$ cat src/htfi_pkg.sv
`timescale 1ns / 1ps
// ----------------------------------------------------------------------------
// htfi_pkg: shared constants and types
// Hash seed, status codes and the front-to-back request record.
// ----------------------------------------------------------------------------
package htfi_pkg;
    localparam int DEF_BUCKETS = 1024;
    localparam int DEF_WAYS    = 4;
    localparam int KEY_W       = 64;
    localparam int CFG_W       = 11;
    localparam int BIDX_W      = 10;
    localparam int SIDX_W      = 2;
    localparam logic [31:0] HASH_SEED = 32'd5381;
    localparam int KEY_BYTES   = 8;

    typedef enum logic [1:0] {
        ST_FOUND    = 2'd0,
        ST_INSERTED = 2'd1,
        ST_MISS     = 2'd2,
        ST_FULL     = 2'd3
    } status_t;

    // Request handed from the hash front to the probe back.
    typedef struct packed {
        logic             ins;
        logic [KEY_W-1:0] key;
        logic [15:0]      bucket;
    } req_t;
endpackage

$ cat src/htfi_front.sv
`timescale 1ns / 1ps
// ----------------------------------------------------------------------------
// htfi_front: hash and bucket reduction
// Eight djb2 byte steps, then a restoring modulo one bit per cycle.
// ----------------------------------------------------------------------------
module htfi_front
    import htfi_pkg::*;
#(
    parameter int BUCKETS = DEF_BUCKETS
) (
    input  logic             clk,
    input  logic             rst_n,
    input  logic             in_valid,
    output logic             in_ready,
    input  logic             in_ins,
    input  logic [KEY_W-1:0] in_key,
    input  logic [CFG_W-1:0] bucket_count,
    output logic             q_valid,
    input  logic             q_ready,
    output req_t             q_data
);
    typedef enum logic [1:0] {S_IDLE, S_HASH, S_MOD, S_OUT} state_t;

    state_t           state_reg;
    logic [5:0]       cnt_reg;
    logic [31:0]      hash_reg;
    logic [31:0]      rem_reg;
    logic [16:0]      div_reg;
    logic             ins_reg;
    logic [KEY_W-1:0] key_reg;
    logic [16:0]      eff;
    logic [7:0]       cur_byte;
    logic [32:0]      trial;

    // Effective bucket count, clamped to 1..BUCKETS.
    always_comb
    begin
        if (bucket_count == '0)
            eff = 17'd1;
        else if (32'(bucket_count) > 32'(BUCKETS))
            eff = 17'(BUCKETS);
        else
            eff = 17'(bucket_count);
    end

    assign cur_byte = key_reg[8*cnt_reg[2:0] +: 8];
    assign trial    = {rem_reg[31:0], hash_reg[31]} - {16'd0, div_reg};
    assign in_ready = (state_reg == S_IDLE);
    assign q_valid  = (state_reg == S_OUT);
    assign q_data   = '{ins: ins_reg, key: key_reg, bucket: rem_reg[15:0]};

    // Sequencer: hash steps, then 32 remainder steps.
    always_ff @(posedge clk or negedge rst_n)
    begin
        if (!rst_n)
        begin
            state_reg <= S_IDLE;
            cnt_reg   <= '0;
        end
        else
        begin
            case (state_reg)
                S_IDLE:
                    if (in_valid)
                    begin
                        key_reg   <= in_key;
                        ins_reg   <= in_ins;
                        div_reg   <= eff;
                        hash_reg  <= HASH_SEED;
                        cnt_reg   <= '0;
                        state_reg <= S_HASH;
                    end
                S_HASH:
                begin
                    hash_reg <= (hash_reg << 5) + hash_reg + 32'(cur_byte);
                    if (cnt_reg == 6'(KEY_BYTES - 1))
                    begin
                        cnt_reg   <= '0;
                        rem_reg   <= '0;
                        state_reg <= S_MOD;
                    end
                    else
                        cnt_reg <= cnt_reg + 6'd1;
                end
                S_MOD:
                begin
                    if (!trial[32])
                        rem_reg <= trial[31:0];
                    else
                        rem_reg <= {rem_reg[30:0], hash_reg[31]};
                    hash_reg <= {hash_reg[30:0], 1'b0};
                    if (cnt_reg == 6'd31)
                        state_reg <= S_OUT;
                    cnt_reg <= cnt_reg + 6'd1;
                end
                S_OUT:
                    if (q_ready)
                        state_reg <= S_IDLE;
                default: state_reg <= S_IDLE;
            endcase
        end
    end
endmodule

$ cat config.mk
export PLATFORM = sky130hd
export DESIGN_NAME = htfi_front
export DESIGN_NICKNAME = d
export VERILOG_FILES = /design/src/htfi_pkg.sv /design/src/htfi_front.sv
export SDC_FILE = /design/constraint.sdc
export NUM_CORES = 1
export LEC_CHECK = 0
export BUFFER_PORTS_ARGS = -buffer_cell sky130_fd_sc_hd__buf_4
export CAP_MARGIN = 0
export CORE_MARGIN = 1.5
export CORE_UTILIZATION = 51
export CTS_CLUSTER_SIZE = 40
export DETAILED_ROUTE_END_ITERATION = 7
export PLACE_DENSITY = 0.74
export SKIP_CTS_REPAIR_TIMING = 1
export SYNTH_ARGS = -nofsm -noshare
export SYNTH_HDL_FRONTEND = slang
export SYNTH_SLANG_ARGS = --single-unit
$ cat constraint.sdc
create_clock -name clk -period 4.9 [get_ports clk]
set_clock_uncertainty 0.05 [all_clocks]
set_input_delay 0.735 -clock clk [delete_from_list [all_inputs] [get_ports clk]]
set_output_delay 0.735 -clock clk [all_outputs]
set_load 0.01 [all_outputs]
Word level (Yosys, flattened, before mapping)
Index checks and enable logic that the tools add are counted.
{ "op_classes": {"order_cmp": 1, "mux": 14, "n_shift": 1, "add_sub_neg": 4, "n_bitwise": 0, "n_mul": 0, "reduce_logical": 10, "n_eq_ne": 9, "n_div": 0} }
{ "op_table": {"columns": ["operator", "n"], "rows": [
  ["$mux W32", 3],
  ["$pmux W32 S3", 1],
  ["$pmux W32 S2", 1],
  ["$shiftx A64 B7 Y8", 1],
  ["$sub A33 B17 Y33", 1],
  ["$add A32 B32 Y32", 1],
  ["$add A32 B8 Y32", 1],
  ["$pmux W6 S3", 1],
  ["$mux W6", 2],
  ["$gt A11 B11 Y1 const B", 1],
  ["$logic_not A11 Y1", 1],
  ["$mux W11", 1],
  ["$reduce_and A3 Y1", 3],
  ["$mux W2", 4],
  ["$pmux W2 S4", 1],
  ["$add A6 B1 Y6 const B", 1],
  ["$eq A6 B3 Y1 const B", 1],
  ["$eq A6 B5 Y1 const B", 1],
  ["$ne A2 B2 Y1 const B", 3],
  ["$eq A2 B2 Y1 const B", 2],
  ["$reduce_and A4 Y1", 1],
  ["$reduce_bool A3 Y1", 1],
  ["$eq A2 B1 Y1 const B", 1],
  ["$logic_not A2 Y1", 1],
  ["other kinds (4)", 4]
]} }
{ "totals": {"in_bits": 80, "romBits": 0, "output_inout_bits": 83, "reg_bits": 154, "mem_count": 0, "latchBits": 0, "elab_cells": 47, "ramBits": 0} }

Depth between registers and ports, before layout
Gate-level depths: netlist of run 1.
{ "logic_depth": {"ltp_word": 3, "ltp_mapped": 15, "mapped_depth_nobuf": 13} }

Worst setup path before layout of run 1
Ideal clock, no wire load.
{ "synth_path": {"kind": "reg-to-reg", "startpoint": "reg cnt_reg[0]", "endpoint": "reg hash_reg[23], data pin", "path_stages_with_launch": 15, "slack_ps": -290, "period_less_slack_ps": 5190, "setup_ps": 267, "n_path_buf": 2, "t_arrival_ps": 4874, "required_time_ps": 4583, "path_cell_list": "dfrtp_1 -> clkbuf_1 -> clkbuf_1 -> mux4_2 -> mux2_2 -> fa_1 -> ha_1 -> and3_1 -> a221oi_1 -> o221ai_1 -> a31oi_1 -> a31oi_1 -> a211oi_1 -> xor2_1 -> o21ai_0"} }
{ "synth_via": {"elab_chain_len": 3} }
{ "synth_rtl": {"columns": ["item", "line_no", "source"], "rows": [
  ["from (decl)", "htfi_front.sv:25", "logic [5:0] cnt_reg;"],
  ["from (signal assigned)", "htfi_front.sv:83", "cnt_reg <= cnt_reg + 6'd1;"],
  ["from (signal assigned)", "htfi_front.sv:94", "cnt_reg <= cnt_reg + 6'd1;"],
  ["$shiftx A64 B7 Y8", "htfi_front.sv:46", "assign cur_byte = key_reg[8*cnt_reg[2:0] +: 8];"],
  ["$add A32 B8 Y32", "htfi_front.sv:75", "hash_reg <= (hash_reg << 5) + hash_reg + 32'(cur_byte);"],
  ["$pmux W32 S3", "htfi_front.sv:62", "case (state_reg)"],
  ["to (signal assigned)", "htfi_front.sv:75", null],
  ["to (signal assigned)", "htfi_front.sv:91", "hash_reg <= {hash_reg[30:0], 1'b0};"],
  ["to (decl)", "htfi_front.sv:26", "logic [31:0] hash_reg;"]
]} }
Every way passes these cells.
A chain may end at the register's enable or synchronous reset.

Worst setup path after layout of run 1
{ "layout_path": {"startpoint": "reg cnt_reg[0]", "endpoint": "reg hash_reg[27], data pin"} }
The elaborated chain is that of the path after synthesis.

==> results of run 1 <==
==> worst paths after layout <==
path / start / end
hold / removal: rst_n / cnt_reg[5]
hold reg to reg: cnt_reg[4] / cnt_reg[4]
setup / recovery: cnt_reg[0] / hash_reg[27]
setup reg to reg: cnt_reg[0] / hash_reg[27]
min in group clk: in_key[29] / key_reg[29]
max in group asynchronous: rst_n / cnt_reg[0]
==> layout by cell type, fill, tap and decap left out, types with 6 or more instances in the layout <==
cell type and n:
nor2_1 25, mux4_2 16, clkbuf_16 17, and3_1 8, nor4_1 8, dfrtp_1 8
nor2b_1 35, o21ai_0 49, o21a_1 6, xnor2_1 29, nand3_1 19, a21o_1 12
o211ai_1 7, ha_1 74, edfxtp_1 140, a21oi_1 32, nand4_1 8, nand2_1 62
inv_1 27, and2_1 23, buf_4 173, mux2_2 8, xor2_1 24, mux2i_1 11
a22oi_1 10
==> where the power goes <==
part           switching, W  internal, W  total (W)
clock              0.000561     0.000712    0.00127
combinational       0.00236      0.00187    0.00423
sequential         0.000281      0.00185    0.00213
total               0.00320      0.00443    0.00764
==> stage by stage <==
stage,total power [W],util,cells,area (sq um)
finish,0.00764,0.635,1152,11000
CTS,0.00762,0.634,1152,11000
floorplan,0.00532,-,764,9000
global placement,0.00624,0.601,1121,10400
global route,0.00826,0.635,1152,11000
detailed placement,0.00633,0.601,1121,10400
==> layout make-up <==
class                           count  share of cell area
Multi-Input combinational cell    547               0.392
Clock inverter                     14              0.0131
Inverter                           27             0.00923
Tap cell                          225              0.0256
Sequential cell                   148               0.401
Timing Repair Buffer              174               0.120
Clock buffer                       17              0.0388
==> metal layers <==
metal / vias up / wire [microns]
met5: - / 0
met4: 0 / 241
met3: 16 / 1360
met2: 214 / 9950
met1: 3027 / 8510
li1: 3157 / -
==> cells by family after synthesis <==
logic type,after synthesis,synth area share
AOI/OAI and AO/OA,159,0.115
xor gates and xnor gates,53,0.0516
adders and majority gates,79,0.114
buffers and inverters,69,0.0360
DFF,148,0.489
muxes,35,0.0623
and+or+nand+nor,221,0.132
==> flow_summary.ini, run 1 <==
[placed_design]
place_ws_ns = 0.196
place.gp.congestion = 0.900
io_buffer_count = 162
place_hpwl_mm = 14.8

[global_route]
grt_usage = 0.225
met1_usage = 0.285
met3_usage = 0.0630
grt_max_degree = 77
antenna_found_initial = 0
grt_first_pass_wirelength_mm = 31.9
grtUsageMet2 = 0.376
busiest_layer = met2
gr-total-overflow = 0
first_global_vias = 6294

[timing]
clock.fmax_mhz = 216
whs_ns = 0.0854
relSlewSlack = 0.344
tightest_slew_ns = 0.983
fin_ws_ns = 0.265
setup_viol = 0
period_needed_ns = 4.64
fin_crit_sh = 0.946
grt_setup_unrepaired = no
fin_setup_tns_ns = 0
hold_violations = 0
report.final.slew_viol_count = 0

[routing]
dr.pass1.iters = 5
post-route-drc-count = 0
vias = 6414
wl_mm = 20.1
wire_per_inst_microns = 17.4
ant_nets = 0
viasPerCell = 5.57
drt_iter0_markers = 458

[synthesis]
netlist_area_sq_um = 9000
syn_nets = 923
synthTopCellsByCount = 140 x edfxtp_1, 74 x ha_1, 62 x nand2_1
syn_inst = 764
ys.flop_type = edfxtp_1
synth_top_area_frac = 0.467
synth_most_common_cell = edfxtp_1
syn_avg_cell_area_sq_um = 11.8
synth_top_area_cell = edfxtp_1
yosysSeqAreaShare = 0.489
synth.ff_latch_count = 148
async_reset_ff_frac = 0.0541
synth-edff-count = 140
yosysWarnings = 0
yosys-top-cells-area = edfxtp_1 47%, ha_1 10%, mux4_2 4.0%, xnor2_1 2.8%, o21ai_0 2.7%
yosys.cell_types.count = 58

[die]
die_x_microns = 136
start_util = 0.520
row_count = 48
coreArea_sq_um = 17300
num_io_pins = 163
die_h_microns = 136
dieArea_sq_um = 18500

[pwr]
ir_drop_uv = 388
power_density_nw_per_um2 = 696
leakagePower_nw = 4.43

[setup_path]
worstSetupPathDepth = 16
r2r_slack_ns = 0.26
slowest_stage = mux4_2
slowest_delay_ns = 0.51
worstSetupStartpointType = flop
crit_type = reg2reg
critPathBufInv = 3
worstPathRequired_ns = 4.99
critPathCaptureType = flop
path_delay_family = compound AO/OA/AOI/OAI gates
crit_fanout = 13
arrival_ns = 4.73
r2r_cells = 16
path_cells = buf_12 -> mux4_2 -> mux2_2 -> ha_1 -> ha_1 -> fa_1 -> a21o_1 -> a221oi_1 -> buf_4 -> o221ai_1 -> a31oi_2 -> a31oi_2 -> buf_4 -> a31o_2 -> xnor2_1 -> o21ai_0

[final_layout]
area_delta_synth_final_pct = 21.9
regArea_sq_um = 4400
multi_input_area_sq_um = 4300
nFillCells = 1388
drive_gt1_frac = 0.269
num_antenna_cells = 0
finalNetCount = 1074
largest_reg_flops = 64

[clocking]
cts-root-buf = clkbuf_16
cts.path.max_buffers = 2
cts.sinks = 148
numCtsBuffers = 17
cts_tree = yes
clock_latency_ns = 0.42
cts_htree_levels = 4
path_clk_slew_ns = 0.07

[run_status]
outcome = completed

[worst_hold_path]
hold_path.class = in2async

[run]
max-cap-violations = 0
Note: power is estimated with default switching activity, not from simulation.
==> run 2, diff against run 1 <==
--- a/config.mk
+++ b/config.mk
@@ -10,6 +10,6 @@
 export CORE_MARGIN = 1.5
-export CORE_UTILIZATION = 51
+export CORE_UTILIZATION = 55
 export CTS_CLUSTER_SIZE = 40
 export DETAILED_ROUTE_END_ITERATION = 7
-export PLACE_DENSITY = 0.74
+export PLACE_DENSITY = 0.76
 export SKIP_CTS_REPAIR_TIMING = 1
==> constraint.sdc (replaced) <==
create_clock -name clk -period 5.76 [get_ports clk]
set_clock_uncertainty 0.05 [all_clocks]
set_input_delay 1.152 -clock clk [delete_from_list [all_inputs] [get_ports clk]]
set_output_delay 1.152 -clock clk [all_outputs]
set_load 0.01 [all_outputs]
==> run 2 against run 1 <==
Worst setup slack improved by 0.28 ns. Critical path depth is 2 lower. Sequential power down 15%. Register-to-register slack better by 0.28 ns. Via count rose by 2.9%. Die area fell by 7.1%. Combinational power fell by 16%. Clock power shrank 14%.
==> flow_summary.ini, run 2 (synthesized netlist as in run 1, its figures left out) <==
[final_layout]
nFillCells = 1168
num_antenna_cells = 0
area_delta_synth_final_pct = 20.9
largest_reg_flops = 64
layout_common_cells = 167 x buf_4, 140 x edfxtp_1, 74 x ha_1, 62 x nand2_1, 49 x o21ai_0
fin_area_sq_um = 10900
layout_commonest_cell = buf_4
fin_util = 0.683
drive_gt1_frac = 0.261
finalNetCount = 1067

[setup_path]
arrival_ns = 5.31
crit_type = reg2reg
r2r_cells = 14
r2r_slack_ns = 0.54
worstSetupStartpointType = flop
crit_path_start = cnt_reg[0]
critPathCaptureType = flop
crit_fanout = 20
r2r_end = hash_reg[23]
reg2reg_from = cnt_reg[0]
crit_end = hash_reg[23]
worstPathRequired_ns = 5.86

[placed_design]
place.gp.congestion = 0.914
io_buffer_count = 162
postPlaceCellArea_sq_um = 10300
place_hpwl_mm = 15.4

[timing]
grt_setup_unrepaired = no
tightest_slew_ns = 1.00
relSlewSlack = 0.333
hold_violations = 0
report.final.slew_viol_count = 0
fin_setup_tns_ns = 0
setup_viol = 0
fin_crit_sh = 0.906
period_needed_ns = 5.22
clock.fmax_mhz = 192

[die]
die_h_microns = 131
row_count = 46
die_x_microns = 131
start_util = 0.565
num_io_pins = 163
dieArea_sq_um = 17100
coreArea_sq_um = 15900

[global_route]
first_global_vias = 6621
antenna_found_initial = 0
gr-total-overflow = 0
grt_usage = 0.255
grt_first_pass_wirelength_mm = 33.1
grt_max_degree = 77

[clocking]
clock_latency_ns = 0.43
cts_htree_levels = 4
cts_tree = yes
numCtsBuffers = 17
path_clk_slew_ns = 0.07
cts.sinks = 148
cts.path.max_buffers = 2
cts-root-buf = clkbuf_16

[pwr]
seqPwrFrac = 0.281
p_comb_frac = 0.551
p_clk_frac = 0.168
leakagePower_nw = 4.39
internal_power_w = 0.00373
ir_drop_uv = 415
power.switching_w = 0.00274
power_density_nw_per_um2 = 595
p_sw_frac = 0.423
fin_total_pwr_w = 0.00647

[worst_hold_path]
hold_path.class = in2async

[routing]
wire_per_inst_microns = 18.2
vias = 6600
viasPerCell = 5.80
wl_mm = 20.7
ant_nets = 0
dr.pass1.iters = 5
drt_iter0_markers = 582
post-route-drc-count = 0

[run_status]
outcome = completed

[run]
max-cap-violations = 0
[run 2: cell count changes in the layout (fill, tap and decap cells not counted), sizes merged]
cell,previous run,this run
buf,174,167
clkbuf,17,18
clkinv,5,4
inv,33,34
[run 2: worst min path at each step]
| stage | end | slack, ns | cells past startpoint |
|---|---|---|---|
| finish | state_reg[0] | 0.49 | 1 |
| global route | cnt_reg[5] | 0.49 | 1 |
| CTS | state_reg[0] | 0.48 | 1 |
| detailed placement | cnt_reg[3] | 0.48 | 1 |
| global placement | cnt_reg[4] | 0.44 | 1 |
| floorplan | cnt_reg[4] | 0.42 | 1 |
[run 2: routing by layer]
layer	track usage	share of wire
met1	0.318	0.41
met2	0.436	0.49
met3	0.0623	0.067
met4	0.0924	0.023
met5	0	0
[run 2: layout make-up]
type,instances,area (sq um),share of cell area
tap,216,270,0.0248
timing repair buffer,167,1250,0.115
multi-input combinational,547,4280,0.394
clock inverter,14,141,0.0130
clock buffer,18,429,0.0394
inverter,27,101,0.00931
sequential,148,4400,0.405
[run 2: worst max-delay path, stage by stage, from the launching register on]
cell and delay, ns:
dfrtp_1 0.32, buf_4 0.32, mux4_2 0.55, mux2_2 0.28, ha_1 0.29, ha_1 0.24, fa_1 0.42, a21o_1 0.22
a221oi_1 0.52, o221ai_1 0.28, a31oi_1 0.35, a31oi_1 0.30, a211oi_1 0.55, xor2_1 0.18, o21ai_0 0.09
[run 2: power by group through the flow]
stage          logic, W  registers (W)  clock network [W]
6_report        0.00356        0.00182            0.00109
5_1_grt         0.00398        0.00185            0.00114
4_1_cts         0.00354        0.00182            0.00110
3_5_place_dp    0.00351        0.00184                  0
3_3_place_gp    0.00338        0.00183                  0
2_1_floorplan   0.00277        0.00176                  0
[run 2: metrics by stage]
| step | hold WS (ns) | setup slack [ns] | instances |
|---|---|---|---|
| 3_5_place_dp | 0.479 | 0.640 | 1105 |
| 3_3_place_gp | 0.442 | 0.785 | 1105 |
| 6_report | 0.492 | 0.544 | 1137 |
| 5_1_grt | 0.487 | 0.118 | 1137 |
| 2_1_floorplan | 0.418 | 0.570 | 764 |
| 4_1_cts | 0.481 | 0.613 | 1137 |
==> run 3, diff against run 2 <==
Settings changed: CELL_PAD_IN_SITES_DETAIL_PLACEMENT from default to 1, CELL_PAD_IN_SITES_GLOBAL_PLACEMENT from default to 1, CORE_UTILIZATION 55 to 45, PLACE_DENSITY 0.76 to 0.78.
==> run 3 against run 2 <==
Register-to-register slack got worse by 0.16 ns. Count of clock-buffer cells in the layout shrank 1. First-iteration DRC count is 38% lower. Via count grew 1.1%. Utilization down 12 points. Maximum frequency down 3.0%. Critical path depth unchanged. Global-route usage shrank 0.63 points. Die area grew 22%. Critical path type unchanged.
==> flow_summary.ini, run 3 (synthesized netlist as in run 1, its figures left out) <==
[clocking]
cts_htree_levels = 4
path_clk_slew_ns = 0.06
cts.path.max_buffers = 2
cts_tree = yes
cts-root-buf = clkbuf_16
cts.sinks = 148
numCtsBuffers = 17
clock_latency_ns = 0.42

[pwr]
power.switching_w = 0.00292
p_sw_frac = 0.435
seqPwrFrac = 0.274
power_density_nw_per_um2 = 612
p_clk_frac = 0.170
p_comb_frac = 0.556
ir_drop_uv = 321
leakagePower_nw = 4.40
internal_power_w = 0.00379

[routing]
post-route-drc-count = 0
wl_mm = 24.5
ant_nets = 0
vias = 6674
drt_iter0_markers = 363
dr.pass1.iters = 5
viasPerCell = 5.62
wire_per_inst_microns = 20.7

[timing]
report.final.slew_viol_count = 0
fin_crit_sh = 0.933
relSlewSlack = 0.303
grt_setup_unrepaired = no
hold_violations = 0
period_needed_ns = 5.38
fin_setup_tns_ns = 0
setup_viol = 0
clock.fmax_mhz = 186
whs_ns = 0.479
tightest_slew_ns = 1.05

[setup_path]
crit_fanout = 20
crit_type = reg2reg
reg2reg_from = cnt_reg[0]
critPathCaptureType = flop
arrival_ns = 5.47
r2r_cells = 14
worstPathRequired_ns = 5.85
r2r_end = hash_reg[23]
r2r_slack_ns = 0.38
worstSetupStartpointType = flop

[worst_hold_path]
holdPathEnd = cnt_reg[4]
hold_path.class = reg2reg
holdPathStages = 1
min_from = cnt_reg[4]

[final_layout]
num_antenna_cells = 0
finalNetCount = 1068
layoutNonFillerInstCount = 1187
fin_area_sq_um = 11000
nFillCells = 2069
drive_gt1_frac = 0.261
area_delta_synth_final_pct = 21.9
largest_reg_flops = 64
layout_common_cells = 168 x buf_4, 140 x edfxtp_1, 74 x ha_1, 62 x nand2_1, 49 x o21ai_0
layout_commonest_cell = buf_4
fin_util = 0.562

[global_route]
grt_max_degree = 77
grt_usage = 0.249
first_global_vias = 7359
antenna_found_initial = 0
gr-total-overflow = 0
grt_first_pass_wirelength_mm = 39.5

[placed_design]
place_hpwl_mm = 17.7
place.gp.congestion = 0.883
place_inst = 1155
io_buffer_count = 162
postPlaceCellArea_sq_um = 10400

[run]
max-cap-violations = 0

[die]
coreArea_sq_um = 19500
die_x_microns = 144
start_util = 0.461
die_h_microns = 144
row_count = 51
dieArea_sq_um = 20900
num_io_pins = 163

[run_status]
outcome = completed
## run 3: routing by layer
metal	routed length (microns)	global-route usage	vias up
met2	13000	0.456	182
met5	0	0	-
met3	1260	0.0583	39
met1	9720	0.284	3305
met4	530	0.0845	0
li1	-	-	3148
## run 3: metrics by stage
stage	worst slack, ns	total power (W)
6_report	0.383	0.00671
5_1_grt	0.0882	0.00723
4_1_cts	0.380	0.00673
3_5_place_dp	0.447	0.00549
3_3_place_gp	0.718	0.00531
2_1_floorplan	0.570	0.00453
## run 3: power by group through the flow
stage | sequential, W | combinational [W] | clock, W
floorplan | 0.00176 | 0.00277 | 0
global placement | 0.00184 | 0.00347 | 0
detailed placement | 0.00186 | 0.00364 | 0
CTS | 0.00184 | 0.00374 | 0.00115
global route | 0.00187 | 0.00417 | 0.00119
finish | 0.00184 | 0.00373 | 0.00114
## run 3: area by class of cell
class | count | area [sq um] | share of cell area
sequential | 148 | 4400 | 0.401
multi-input combinational | 547 | 4280 | 0.390
timing repair buffer | 168 | 1260 | 0.115
clock buffer | 17 | 425 | 0.0388
tap | 265 | 332 | 0.0302
clock inverter | 15 | 166 | 0.0152
inverter | 27 | 101 | 0.00924
## run 3: worst max-delay path, cell delays in order, from the launching register on
cell and delay, ns:
dfrtp_1 0.34, buf_4 0.33, mux4_2 0.56, mux2_2 0.29, ha_1 0.29, ha_1 0.24, fa_1 0.42, a21o_1 0.23
a221oi_1 0.54, o221ai_1 0.30, a31oi_1 0.36, a31oi_1 0.34, a211oi_1 0.51, xor2_1 0.18, o21ai_0 0.09
## run 3: worst max path at each step
stage,start,endpoint,slack [ns]
global route,cnt_reg[0],hash_reg[23],0.09
global placement,cnt_reg[0],hash_reg[23],0.72
detailed placement,cnt_reg[0],hash_reg[23],0.45
floorplan,cnt_reg[0],hash_reg[23],0.57
finish,cnt_reg[0],hash_reg[23],0.38
CTS,cnt_reg[0],hash_reg[23],0.38
